`src/sv/gbn_pkg.sv`:
```
// shared types for the go-back-n arq endpoint
// event selectors, result kinds and the result control group
// no dependencies
package gbn_pkg;

   // event carried by an input transaction
   typedef enum logic [1:0] {
      MODE_PACKET  = 2'd0,
      MODE_FRAME   = 2'd1,
      MODE_CHKERR  = 2'd2,
      MODE_TIMEOUT = 2'd3
   } mode_type;

   // what a result transaction reports
   typedef enum logic [1:0] {
      KIND_SENT      = 2'd0,
      KIND_DELIVERED = 2'd1,
      KIND_NONE      = 2'd2,
      KIND_REJECTED  = 2'd3
   } kind_type;

   // control part of one result
   typedef struct packed {
      kind_type kind;
      logic     window_open;
      logic     last;
   } res_ctl_type;

endpackage

```
`src/sv/gbn_sbuf.sv`:
```
// send buffer: one write port, one read port, registered read data
// standalone, no package dependency
module gbn_sbuf #(
   parameter int DEPTH = 8,
   parameter int WIDTH = 32,
   parameter int AW    = 3
) (
   input  logic             clock,
   input  logic             wr_en,
   input  logic [AW-1:0]    wr_addr,
   input  logic [WIDTH-1:0] wr_data,
   input  logic             rd_en,
   input  logic [AW-1:0]    rd_addr,
   output logic [WIDTH-1:0] rd_data
);

   logic [WIDTH-1:0] mem [DEPTH];
   logic [WIDTH-1:0] rd_data_ff;

   always_ff @(posedge clock) begin
      if (wr_en) begin
         mem[wr_addr] <= wr_data;
      end
      if (rd_en) begin
         rd_data_ff <= mem[rd_addr];
      end
   end

   assign rd_data = rd_data_ff;

endmodule

```
`src/sv/gbn_ctrl.sv`:
```
// event sequencer of the go-back-n endpoint: window pointers, ack handling
// and the resend walk over the send buffer; uses gbn_pkg
module gbn_ctrl import gbn_pkg::*; #(
   parameter int MAX_SEQ_NUM = 7,
   parameter int DATA_WIDTH  = 32,
   parameter int SEQ_W       = 3
) (
   input  logic                  clock,
   input  logic                  reset,
   // input transaction
   input  logic                  req_valid,
   output logic                  req_ready,
   input  mode_type              req_mode,
   input  logic [DATA_WIDTH-1:0] req_data,
   input  logic [SEQ_W-1:0]      req_seq,
   input  logic [SEQ_W-1:0]      req_ack,
   // send buffer
   output logic                  mem_we,
   output logic [SEQ_W-1:0]      mem_waddr,
   output logic [DATA_WIDTH-1:0] mem_wdata,
   output logic                  mem_re,
   output logic [SEQ_W-1:0]      mem_raddr,
   input  logic [DATA_WIDTH-1:0] mem_rdata,
   // result towards the output register
   output logic                  res_valid,
   input  logic                  res_ready,
   output res_ctl_type           res_ctl,
   output logic [SEQ_W-1:0]      res_seq,
   output logic [SEQ_W-1:0]      res_ack,
   output logic [DATA_WIDTH-1:0] res_data
);

   localparam int SEQ_SPACE = MAX_SEQ_NUM + 1;
   localparam logic [SEQ_W-1:0] MAX_S   = SEQ_W'(MAX_SEQ_NUM);
   localparam logic [SEQ_W:0]   SPACE_W = (SEQ_W + 1)'(SEQ_SPACE);
   localparam logic [SEQ_W:0]   MAX_W   = (SEQ_W + 1)'(MAX_SEQ_NUM);

   typedef enum logic [1:0] {ST_IDLE, ST_EXEC, ST_SEND} state_type;

   state_type             state_ff, state_in;
   mode_type              mode_ff, mode_in;
   logic [DATA_WIDTH-1:0] data_ff, data_in;
   logic [SEQ_W-1:0]      fseq_ff, fseq_in;
   logic [SEQ_W-1:0]      fack_ff, fack_in;
   logic [SEQ_W-1:0]      next_ff, next_in;
   logic [SEQ_W-1:0]      oldest_ff, oldest_in;
   logic [SEQ_W-1:0]      expect_ff, expect_in;
   logic [SEQ_W-1:0]      count_ff, count_in;
   logic [SEQ_W-1:0]      left_ff, left_in;

   logic [SEQ_W-1:0] ack_field;
   logic [SEQ_W:0]   span_w;
   logic [SEQ_W-1:0] span;
   logic             ack_ok;
   logic [SEQ_W-1:0] freed;
   logic [SEQ_W:0]   adv_sum;
   logic [SEQ_W-1:0] oldest_adv;
   logic [SEQ_W-1:0] cnt_after;
   logic             deliver;
   logic             full;
   logic             wo_now;

   function automatic logic [SEQ_W-1:0] seq_inc(input logic [SEQ_W-1:0] s);
      return (s == MAX_S) ? '0 : s + SEQ_W'(1);
   endfunction

   function automatic logic [SEQ_W-1:0] seq_add(input logic [SEQ_W-1:0] a,
                                                input logic [SEQ_W-1:0] b);
      logic [SEQ_W:0] s;
      s = {1'b0, a} + {1'b0, b};
      if (s >= SPACE_W) begin
         s = s - SPACE_W;
      end
      return s[SEQ_W-1:0];
   endfunction

   // datapath shared by the event arms
   always_comb begin
      ack_field  = (expect_ff == '0) ? MAX_S : expect_ff - SEQ_W'(1);
      // circular distance from the oldest outstanding frame to the ack
      span_w     = {1'b0, fack_ff} + ((fack_ff < oldest_ff) ? SPACE_W : '0)
                   - {1'b0, oldest_ff};
      span       = span_w[SEQ_W-1:0];
      ack_ok     = {1'b0, fack_ff} < SPACE_W;
      // ack lies inside the outstanding run: free up to and including it
      freed      = (ack_ok && (span < count_ff)) ? span + SEQ_W'(1) : '0;
      adv_sum    = {1'b0, oldest_ff} + {1'b0, freed};
      oldest_adv = (adv_sum >= SPACE_W) ? SEQ_W'(adv_sum - SPACE_W)
                                        : adv_sum[SEQ_W-1:0];
      cnt_after  = count_ff - freed;
      deliver    = (fseq_ff == expect_ff);
      full       = (count_ff == MAX_S);
      wo_now     = !full;
   end

   always_comb begin
      state_in  = state_ff;
      mode_in   = mode_ff;
      data_in   = data_ff;
      fseq_in   = fseq_ff;
      fack_in   = fack_ff;
      next_in   = next_ff;
      oldest_in = oldest_ff;
      expect_in = expect_ff;
      count_in  = count_ff;
      left_in   = left_ff;

      req_ready = (state_ff == ST_IDLE);
      mem_we    = 1'b0;
      mem_waddr = next_ff;
      mem_wdata = data_ff;
      mem_re    = 1'b0;
      mem_raddr = next_ff;

      res_valid           = 1'b0;
      res_ctl.kind        = KIND_NONE;
      res_ctl.window_open = wo_now;
      res_ctl.last        = 1'b1;
      res_seq             = '0;
      res_ack             = '0;
      res_data            = '0;

      case (state_ff)
         ST_IDLE: begin
            if (req_valid) begin
               mode_in  = req_mode;
               data_in  = req_data;
               fseq_in  = req_seq;
               fack_in  = req_ack;
               state_in = ST_EXEC;
            end
         end

         ST_EXEC: begin
            case (mode_ff)
               MODE_PACKET: begin
                  res_valid = 1'b1;
                  if (full) begin
                     res_ctl.kind        = KIND_REJECTED;
                     res_ctl.window_open = 1'b0;
                  end else begin
                     res_ctl.kind        = KIND_SENT;
                     res_ctl.window_open = ({1'b0, count_ff} + (SEQ_W + 1)'(1)) < MAX_W;
                     res_seq             = next_ff;
                     res_ack             = ack_field;
                     res_data            = data_ff;
                  end
                  if (res_ready) begin
                     state_in = ST_IDLE;
                     if (!full) begin
                        mem_we   = 1'b1;
                        next_in  = seq_inc(next_ff);
                        count_in = count_ff + SEQ_W'(1);
                     end
                  end
               end
               MODE_FRAME: begin
                  res_valid           = 1'b1;
                  res_ctl.kind        = deliver ? KIND_DELIVERED : KIND_NONE;
                  res_ctl.window_open = cnt_after != MAX_S;
                  res_data            = deliver ? data_ff : '0;
                  if (res_ready) begin
                     state_in  = ST_IDLE;
                     expect_in = deliver ? seq_inc(expect_ff) : expect_ff;
                     oldest_in = oldest_adv;
                     count_in  = cnt_after;
                  end
               end
               MODE_CHKERR: begin
                  res_valid = 1'b1;
                  if (res_ready) begin
                     state_in = ST_IDLE;
                  end
               end
               MODE_TIMEOUT: begin
                  if (count_ff == '0) begin
                     res_valid = 1'b1;
                     if (res_ready) begin
                        next_in  = oldest_ff;
                        state_in = ST_IDLE;
                     end
                  end else begin
                     // go back: fetch the oldest outstanding frame
                     next_in   = oldest_ff;
                     mem_re    = 1'b1;
                     mem_raddr = oldest_ff;
                     left_in   = count_ff;
                     state_in  = ST_SEND;
                  end
               end
               default: begin
                  state_in = ST_IDLE;
               end
            endcase
         end

         ST_SEND: begin
            res_valid    = 1'b1;
            res_ctl.kind = KIND_SENT;
            res_ctl.last = (left_ff == SEQ_W'(1));
            res_seq      = next_ff;
            res_ack      = ack_field;
            res_data     = mem_rdata;
            if (res_ready) begin
               next_in = seq_inc(next_ff);
               left_in = left_ff - SEQ_W'(1);
               if (left_ff == SEQ_W'(1)) begin
                  state_in = ST_IDLE;
               end else begin
                  // read data holds while stalled; advance only on a taken result
                  mem_re    = 1'b1;
                  mem_raddr = seq_inc(next_ff);
               end
            end
         end

         default: begin
            state_in = ST_IDLE;
         end
      endcase
   end

   always_ff @(posedge clock) begin
      if (reset) begin
         state_ff  <= ST_IDLE;
         next_ff   <= '0;
         oldest_ff <= '0;
         expect_ff <= '0;
         count_ff  <= '0;
         left_ff   <= '0;
      end else begin
         state_ff  <= state_in;
         next_ff   <= next_in;
         oldest_ff <= oldest_in;
         expect_ff <= expect_in;
         count_ff  <= count_in;
         left_ff   <= left_in;
      end
      mode_ff <= mode_in;
      data_ff <= data_in;
      fseq_ff <= fseq_in;
      fack_ff <= fack_in;
   end

   // between events the send pointer sits just past the outstanding run
   a_ptr_consistent: assert property (@(posedge clock) disable iff (reset)
      (state_ff == ST_IDLE) |-> (next_ff == seq_add(oldest_ff, count_ff)))
      else $error("send pointer out of step with window");

   a_count_bound: assert property (@(posedge clock) disable iff (reset)
      {1'b0, count_ff} <= MAX_W)
      else $error("buffered count beyond window");

   a_send_nonempty: assert property (@(posedge clock) disable iff (reset)
      (state_ff == ST_SEND) |-> (left_ff != '0))
      else $error("resend walk with nothing left");

   a_last_ends_walk: assert property (@(posedge clock) disable iff (reset)
      (state_ff == ST_SEND && res_ready && left_ff == SEQ_W'(1)) |=>
      (state_ff == ST_IDLE))
      else $error("resend walk did not end on last frame");

   a_accept_execs: assert property (@(posedge clock) disable iff (reset)
      (req_valid && req_ready) |=> (state_ff == ST_EXEC))
      else $error("accepted transaction not executed");

endmodule

```
`src/sv/go_back_n_arq_endpoint.sv`:
```
// go-back-n arq endpoint: one event per input transaction, send buffer in a
// synchronous memory with registered read data. new packet, frame arrival,
// checksum error and empty timeout give one result each, held in the output
// register. timeout with n buffered frames: n resent frames, one per cycle
// from the buffer read port while the result side keeps up; no new event is taken until idle.
// reset (synchronous, active high) clears the window pointers; buffer undefined
// top level: uses gbn_pkg, gbn_ctrl and gbn_sbuf
module go_back_n_arq_endpoint import gbn_pkg::*; #(
   parameter  int MAX_SEQ_NUM = 7,
   parameter  int DATA_WIDTH  = 32,
   localparam int SEQ_W       = $clog2(MAX_SEQ_NUM + 1),
   localparam int IN_W        = ((DATA_WIDTH + 2 * SEQ_W + 7) / 8) * 8,
   localparam int OUT_W       = ((2 * SEQ_W + DATA_WIDTH + 1 + 7) / 8) * 8
) (
   input  logic             clock,
   input  logic             reset,
   // input events
   input  logic             req_tvalid,
   output logic             req_tready,
   input  logic [IN_W-1:0]  req_tdata,  // packet_data, frame_seq, frame_ack, zero fill
   input  logic [1:0]       req_tuser,  // mode
   // results
   output logic             rsp_tvalid,
   input  logic             rsp_tready,
   output logic [OUT_W-1:0] rsp_tdata,  // out_seq, out_ack, out_data, window_open, zero fill
   output logic [1:0]       rsp_tuser,  // out_kind
   output logic             rsp_tlast   // last result of this event
);

   localparam int SEQ_SPACE = MAX_SEQ_NUM + 1;

   // sequencer to send buffer
   logic                  mem_we;
   logic [SEQ_W-1:0]      mem_waddr;
   logic [DATA_WIDTH-1:0] mem_wdata;
   logic                  mem_re;
   logic [SEQ_W-1:0]      mem_raddr;
   logic [DATA_WIDTH-1:0] mem_rdata;

   // sequencer to output register
   logic                  res_valid;
   logic                  res_ready;
   res_ctl_type           res_ctl;
   logic [SEQ_W-1:0]      res_seq;
   logic [SEQ_W-1:0]      res_ack;
   logic [DATA_WIDTH-1:0] res_data;

   // output register
   logic                  rsp_valid_ff, rsp_valid_in;
   res_ctl_type           rsp_ctl_ff;
   logic [SEQ_W-1:0]      rsp_seq_ff;
   logic [SEQ_W-1:0]      rsp_ack_ff;
   logic [DATA_WIDTH-1:0] rsp_data_ff;

   gbn_ctrl #(
      .MAX_SEQ_NUM (MAX_SEQ_NUM),
      .DATA_WIDTH  (DATA_WIDTH),
      .SEQ_W       (SEQ_W)
   ) u_ctrl (
      .clock     (clock),
      .reset     (reset),
      .req_valid (req_tvalid),
      .req_ready (req_tready),
      .req_mode  (mode_type'(req_tuser)),
      .req_data  (req_tdata[DATA_WIDTH-1:0]),
      .req_seq   (req_tdata[DATA_WIDTH+SEQ_W-1:DATA_WIDTH]),
      .req_ack   (req_tdata[DATA_WIDTH+2*SEQ_W-1:DATA_WIDTH+SEQ_W]),
      .mem_we    (mem_we),
      .mem_waddr (mem_waddr),
      .mem_wdata (mem_wdata),
      .mem_re    (mem_re),
      .mem_raddr (mem_raddr),
      .mem_rdata (mem_rdata),
      .res_valid (res_valid),
      .res_ready (res_ready),
      .res_ctl   (res_ctl),
      .res_seq   (res_seq),
      .res_ack   (res_ack),
      .res_data  (res_data)
   );

   // one entry per sequence number
   gbn_sbuf #(
      .DEPTH (SEQ_SPACE),
      .WIDTH (DATA_WIDTH),
      .AW    (SEQ_W)
   ) u_sbuf (
      .clock   (clock),
      .wr_en   (mem_we),
      .wr_addr (mem_waddr),
      .wr_data (mem_wdata),
      .rd_en   (mem_re),
      .rd_addr (mem_raddr),
      .rd_data (mem_rdata)
   );

   // output register parts the sequencer from a stalled result side
   assign res_ready = !rsp_valid_ff || rsp_tready;

   always_comb begin
      rsp_valid_in = rsp_valid_ff;
      if (res_valid && res_ready) begin
         rsp_valid_in = 1'b1;
      end else if (rsp_tready) begin
         rsp_valid_in = 1'b0;
      end
   end

   always_ff @(posedge clock) begin
      if (reset) begin
         rsp_valid_ff <= 1'b0;
      end else begin
         rsp_valid_ff <= rsp_valid_in;
      end
      // payload loads only on a taken result
      if (res_valid && res_ready) begin
         rsp_ctl_ff  <= res_ctl;
         rsp_seq_ff  <= res_seq;
         rsp_ack_ff  <= res_ack;
         rsp_data_ff <= res_data;
      end
   end

   // pack the result transaction
   always_comb begin
      rsp_tdata = '0;
      rsp_tdata[SEQ_W-1:0]                    = rsp_seq_ff;
      rsp_tdata[2*SEQ_W-1:SEQ_W]              = rsp_ack_ff;
      rsp_tdata[2*SEQ_W+DATA_WIDTH-1:2*SEQ_W] = rsp_data_ff;
      rsp_tdata[2*SEQ_W+DATA_WIDTH]           = rsp_ctl_ff.window_open;
   end

   assign rsp_tvalid = rsp_valid_ff;
   assign rsp_tuser  = rsp_ctl_ff.kind;
   assign rsp_tlast  = rsp_ctl_ff.last;

endmodule
```
`config.mk`:
```
export PLATFORM = sky130hd
export DESIGN_NAME = go_back_n_arq_endpoint
export DESIGN_NICKNAME = d
export VERILOG_FILES = /design/src/sv/gbn_pkg.sv /design/src/sv/gbn_sbuf.sv /design/src/sv/gbn_ctrl.sv /design/src/sv/go_back_n_arq_endpoint.sv
export SDC_FILE = /design/constraint.sdc
export NUM_CORES = 1
export LEC_CHECK = 0
export ABC_AREA = 1
export BUFFER_PORTS_ARGS = -buffer_cell sky130_fd_sc_hd__buf_2
export CORE_AREA = 2 2 180 182
export DETAILED_ROUTE_END_ITERATION = 8
export DIE_AREA = 0 0 182 184
export PLACE_DENSITY_LB_ADDON = 0.05
export RECOVER_POWER = 100
export SLEW_MARGIN = 20
export SYNTH_ARGS = -nofsm -noshare
export SYNTH_HDL_FRONTEND = slang
export SYNTH_HIERARCHICAL = 1
export SYNTH_SLANG_ARGS = --single-unit
```
`constraint.sdc`:
```
create_clock -name clock -period 5.15 [get_ports clock]
set_input_delay 0.515 -clock clock [delete_from_list [all_inputs] [get_ports clock]]
set_output_delay 0.515 -clock clock [all_outputs]
set_load 0.005 [all_outputs]
```
==> After elaboration in Yosys (flattened, before gate mapping) <==
Memories as Yosys holds them, arrays and structs flattened. A register that Yosys moved wholly into a read port is not among the register bits.
Index checks and enable logic that the tools add are counted.
{ "classes": {"n_addsub": 12, "n_lt_le_gt_ge": 3, "n_eq_ne": 23, "n_mux": 63, "n_reduce_logical": 19} }
{ "op_table": {"columns": ["operator", "n"], "rows": [
  ["32-bit case mux with 2 select lines", 2],
  ["3-bit 2-to-1 mux", 25],
  ["32-bit 2-to-1 mux", 2],
  ["3-bit case mux with 2 select lines", 8],
  ["1-bit 2-to-1 mux", 14],
  ["2-bit inequality test, second input constant", 7],
  ["3-bit by 1-bit adder with 3-bit output, second input constant", 4],
  ["2-bit 2-to-1 mux", 6],
  ["3-bit inequality test, second input constant", 4],
  ["3-bit equality test, second input constant", 3],
  ["3-bit by 1-bit subtractor with 3-bit output, second input constant", 3],
  ["2-bit case mux with 2 select lines", 2],
  ["4-bit AND reduction", 2],
  ["2-bit equality test, second input constant", 3],
  ["3-bit zero test", 2],
  ["1-bit case mux with 2 select lines", 3],
  ["2-bit case mux with 3 select lines", 1],
  ["3-bit AND reduction", 2],
  ["6-bit AND reduction", 1],
  ["2-bit nonzero test", 3],
  ["3-bit subtractor", 2],
  ["5-bit AND reduction", 1],
  ["3-bit by 1-bit adder with 4-bit output, second input constant", 1],
  ["3-bit by 3-bit adder with 4-bit output", 1],
  ["15 further kinds", 18]
]} }
{ "totals": {"ff_bits": 100, "mem_bits_rw": 256, "inputBits": 46, "out_inout_bits": 45, "word_cells": 138, "mem_count": 1} }
{ "mem_list": {"columns": ["name", "words", "word_bits", "rd", "rd_ports_with_merged_regs", "write_ports", "line_no", "text"], "rows": [
  ["u_sbuf.mem", 8, 32, 1, 1, 1, "gbn_sbuf.sv:17", "logic [WIDTH-1:0] mem [DEPTH];"]
]} }

==> Longest topological paths before layout <==
{ "depth": {"ltp_word": 8, "depth_mapped": 26, "depth_no_buf": 26} }

==> Modules after synthesis <==
Netlist, hierarchy kept.
{ "by_module_without_submodules": {"columns": ["module", "instances", "cells_each", "area_each_um2", "seq_area_each_um2"], "rows": [
  ["gbn_sbuf", 1, 1156, 12192.9, 8648.3],
  ["gbn_ctrl", 1, 404, 3362.0, 1541.5],
  ["go_back_n_arq_endpoint", 1, 50, 1320.0, 1281.2]
]} }

==> Least setup slack after synthesis <==
Ideal clock, no wire load.
{ "synth_timing": {"path_kind": "register to register", "from": "reg u_ctrl.state_ff[0]", "to": "reg rsp_ack_ff[0] (enable)", "arrival_ns": 3.121, "required_ns": 4.694, "setup_slack_ns": 1.574, "path_stages_with_launch": 7, "path_buffers": 0, "path_cell_list": "dfxtp_1 > inv_1 > ha_1 > nand2_1 > o21ai_0 > inv_1 > a21oi_1"} }
{ "synth_between": {"elab_chain_cells": 3, "word_cells_on_any_way": 4} }
{ "synth_rtl": {"columns": ["item", "line_no", "text"], "rows": [
  ["from (decl)", "gbn_ctrl.sv:40", "state_type state_ff, state_in;"],
  ["from (signal assigned)", "gbn_ctrl.sv:232", "state_ff <= state_in;"],
  ["2-bit equality test or 2-bit by 1-bit equality test with 1-bit output (tied branches)", "gbn_ctrl.sv:123", "case (state_ff)"],
  ["1-bit case mux with 2 select lines (*)", "gbn_ctrl.sv:123", null],
  ["named net res_valid", "go_back_n_arq_endpoint.sv:41", "logic res_valid;"],
  ["1-bit logical AND (*)", "go_back_n_arq_endpoint.sv:116", "if (res_valid && res_ready) begin"],
  ["to (signal assigned)", "go_back_n_arq_endpoint.sv:119", "rsp_ack_ff <= res_ack;"],
  ["to (decl)", "go_back_n_arq_endpoint.sv:52", "logic [SEQ_W-1:0] rsp_ack_ff;"]
]} }
Mark *: on every way through the listed nets, which the timed path passes. The rest lies on a longest branch.
A chain may end at the register's enable or synchronous reset.

==> Worst setup path after layout <==
{ "layout_timing": {"from": "reg u_ctrl.count_ff[1]", "to": "mem u_sbuf.mem[4][19] (enable)"} }
{ "layout_between": {"elab_chain_cells": 7} }
{ "layout_rtl": {"columns": ["item", "line_no", "text"], "rows": [
  ["from (decl)", "gbn_ctrl.sv:48", "logic [SEQ_W-1:0] count_ff, count_in;"],
  ["from (signal assigned)", "gbn_ctrl.sv:236", "count_ff <= count_in;"],
  ["3-bit equality test", "gbn_ctrl.sv:92", "full = (count_ff == MAX_S);"],
  ["1-bit 2-to-1 mux", "gbn_ctrl.sv:150", "if (!full) begin"],
  ["1-bit 2-to-1 mux", "gbn_ctrl.sv:148", "if (res_ready) begin"],
  ["1-bit 2-to-1 mux", "gbn_ctrl.sv:135", "case (mode_ff)"],
  ["1-bit 2-to-1 mux", "gbn_ctrl.sv:123", null],
  ["named net mem_we", "go_back_n_arq_endpoint.sv:33", "logic mem_we;"],
  ["1-bit 2-to-1 mux", "gbn_sbuf.sv:21", "if (wr_en) begin"],
  ["1-bit 2-to-1 mux (not written as such)", "gbn_sbuf.sv:22", "mem[wr_addr] <= wr_data;"],
  ["to (decl)", "gbn_sbuf.sv:17", null]
]} }
The timed path passes the listed nets, and every way through them passes these cells.

==> results_tabular.tex <==
\begin{tabular}{lr}
\hline
Metric & Value \\
\hline
\multicolumn{2}{l}{\textbf{Floorplan}} \\
Die area & 33500 um2 \\
Core footprint & 31400 um2 \\
Die outline height & 184 um \\
Number of rows in the core area & 65 \\
Starting Density & 53.8\% \\
Ports & 91 \\
Die Span X & 182 um \\
\multicolumn{2}{l}{\textbf{Clocking}} \\
Clock tree from TritonCTS & yes \\
Maximum level of the CTS H-tree & 2 \\
Number of gates given a new drive strength after cts & 0 \\
\# hold bufs at CTS & 0 \\
Master cell of the clock root buffer & clkbuf\_16 \\
Setup bufs post-CTS & 0 \\
Number of CTS-inserted buffers & 41 \\
Clock latency on the worst-skew pair & 0.54 ns \\
Clock sinks & 388 \\
CTS clk-pin slew, worst paths & 0.06 ns \\
Bufs on Longest Clock Path & 3 \\
\multicolumn{2}{l}{\textbf{Logic synthesis}} \\
Async S/R FF share, synth & 0\% \\
Fraction of the yosys area taken by sequential cells & 68.0\% \\
Most frequent cells after synthesis & nand2\_1 (503), edfxtp\_1 (370), inv\_1 (308), nand3\_1 (209), nor2\_1 (29) \\
Mapped Cells & 1610 \\
Area share of the largest cell type after synthesis & 65.8\% \\
Biggest area consumer among synthesized cells & edfxtp\_1 \\
Predominant post-synthesis flop cell & edfxtp\_1 \\
Synthesized area & 16900 um2 \\
Synth area leaders & edfxtp\_1 (66\%), nand2\_1 (11\%), inv\_1 (6.9\%) \\
Warnings from Yosys & 6 \\
Mapped Nets & 1679 \\
Seq cells post-synth & 388 \\
Count leader, synth & nand2\_1 \\
Average cell area after synthesis & 10.5 um2 \\
Synth cell types & 34 \\
Number of flops mapped to enable cells by yosys & 370 \\
\multicolumn{2}{l}{\textbf{Run status}} \\
Run status & finished, violations left \\
Violations in the final reports & capacitance limit, slew limit \\
\multicolumn{2}{l}{\textbf{Worst setup path}} \\
Worst-path maximum fanout & 22 \\
Element type at the critical path start & flop \\
Critical path type & flop to flop \\
Kind of cell with the highest combined delay on the critical path & simple AND/OR/NAND/NOR gates \\
Worst endpoint data arrival time & 4.68 ns \\
Critical path, cell by cell & ha\_1 -> ha\_1 -> inv\_1 -> nand2\_1 -> nor2\_1 -> nand2\_1 -> nor2\_1 -> clkbuf\_1 \\
Data required time at the worst endpoint & 5.30 ns \\
Bufs and invs on worst path & 2 \\
Kind of end point of the critical path & flop \\
Cell with the largest stage delay on the worst path & nor2\_1 \\
Slowest Stage Delay on Critical Path & 2.03 ns \\
\multicolumn{2}{l}{\textbf{Final layout}} \\
Area overhead of the layout relative to synthesis & 11.2\% \\
Final-stage net count & 1763 \\
Ratio of cells with drive above 1 in the final layout & 8.18\% \\
Number of diodes added for antenna fixing & 0 \\
\multicolumn{2}{l}{\textbf{STA}} \\
Setup tns final & 0 ns \\
RSZ-0062 raised after global routing & false \\
Final critical-path share of the clock period & 88.0\% \\
Final critical delay including setup and external delays & 4.53 ns \\
Final count of pins violating max slew & 364 \\
Setup-violating endpoint count in the final report & 0 \\
Final worst clock skew & 0.0200 ns \\
Slew @ Worst Pin & 2.98 ns \\
Final Hold Vio Count & 0 \\
Max\_slew headroom & -99.0\% \\
Fmax & 221 MHz \\
\multicolumn{2}{l}{\textbf{Routing}} \\
Drt wl/cell & 17.8 um \\
DRT antenna net count & 0 \\
Total wirelength of the detailed-routed design & 37800 um \\
Iteration count of the initial detailed-routing pass & 5 \\
Detailed-route via count & 11.0k \\
Drt first-iter violations & 893 \\
Post-detailed-route via-to-cell ratio & 5.17 \\
Number of remaining DRC errors & 0 \\
\multicolumn{2}{l}{\textbf{Power and ir drop}} \\
Leakage component of the power & 8.16 nW \\
Worst voltage drop across the vdd grid & 248 uV \\
Final Power & 7.00 mW \\
Pwr dens & 373 nW/um2 \\
\multicolumn{2}{l}{\textbf{Placed design}} \\
HPWL after detailed placement & 20000 um \\
RD Place Congestion & 0.815 \\
Count of input and output buffers & 87 \\
\multicolumn{2}{l}{\textbf{Global routing}} \\
Global-route wire length before repair & 59100 um \\
Global router's overall resource usage & 23.2\% \\
Vias in the first global route & 10.8k \\
Maximum number of pins on one net before global-route repair & 129 \\
Global-route congestion overflow total & 0 \\
Initial antenna violation count & 0 \\
\multicolumn{2}{l}{\textbf{Min path}} \\
Kind of path behind the tightest hold check & primary input to flop \\
\multicolumn{2}{l}{\textbf{Flow run}} \\
Max-cap violations & 15 \\
\hline
\end{tabular}
==> routing by layer <==
layer  track usage [%]  up-vias  routed length, um
met5                 0        -                  0
met3              3.74       51               2020
met1              31.1     5339              16600
met4              5.77        0                698
met2              39.9      260              18500
li1                  -     5344                  -
==> cells in the final DEF (no fill, tap or decap), types with 17 or more instances in the layout <==
master | Yosys | layout
edfxtp_1 | 370 | 370
nand3_1 | 209 | 209
o21ai_0 | 22 | 28
a21oi_1 | 18 | 17
nand2_1 | 503 | 503
clkbuf_1 | 15 | 49
ha_1 | 20 | 20
clkbuf_16 | 0 | 41
buf_2 | 27 | 61
dfxtp_1 | 18 | 18
nor2_1 | 29 | 29
inv_1 | 308 | 309
==> logic make-up after synthesis <==
group / Yosys count / share of synthesized area [%]
adder cells (fa/ha/maj): 23 / 1.84
buffers and inverters: 379 / 9.28
flip-flops: 388 / 68.0
XOR/XNOR: 4 / 0.208
AO/OA/AOI/OAI: 62 / 2.18
other: 1 / 0.0222
AND/OR/NAND/NOR: 753 / 18.5
==> registers in the layout (all words and copies together) (netlist names) <==
name,flops
rsp_tdata,1
rsp_tuser,2
u_ctrl/left_ff,3
u_sbuf/mem,256
u_ctrl/expect_ff,3
u_ctrl/mem_waddr,3
u_ctrl/oldest_ff,3
u_sbuf/rd_data,32
u_ctrl/fack_ff,3
rsp_tvalid,1
u_ctrl/count_ff,3
rsp_tlast,1
rsp_ack_ff,3
rsp_data_ff,32
u_ctrl/mode_ff,2
u_ctrl/fseq_ff,3
u_ctrl/mem_wdata,32
rsp_seq_ff,3
u_ctrl/state_ff,2
==> where the power goes <==
part | internal (mW) | switching (mW) | total [mW]
Sequential | 3.56 | 0.0633 | 3.62
Combinational | 0.192 | 0.470 | 0.662
Clock | 1.57 | 1.16 | 2.72
==> metrics by stage <==
stage,hold WS (ns),utilization (%),instances,worst slack [ns],cell area [um2]
finish,0.144,59.8,2125,0.618,18800
global route,0.126,59.8,2125,0.441,18800
CTS,0.126,60.3,2125,1.32,18900
detailed placement,0.495,56.3,2053,1.35,17700
global placement,0.485,56.3,2053,1.42,17700
floorplan,0.460,-,1610,1.57,16900
==> final timing paths <==
kind / from / end / slack [ns] / cells past startpoint
setup / recovery: u_ctrl/count_ff[1] / u_sbuf/mem[4][19] / 0.62 / 8
hold / removal: req_tdata[28] / u_ctrl/mem_wdata[28] / 0.14 / 1
setup reg to reg: u_ctrl/count_ff[1] / u_sbuf/mem[4][19] / 0.62 / 8
hold reg to reg: u_ctrl/left_ff[2] / u_ctrl/left_ff[2] / 0.49 / 2
==> layout make-up <==
cell class	instances	area, um2
tap	402	503
fill	2610	12600
timing repair buffer	107	527
clock buffer	59	1120
multi-input combinational	843	3860
clock inverter	13	109
sequential	388	11500
inverter	313	1180
Note: power is estimated with default switching activity, not from simulation.
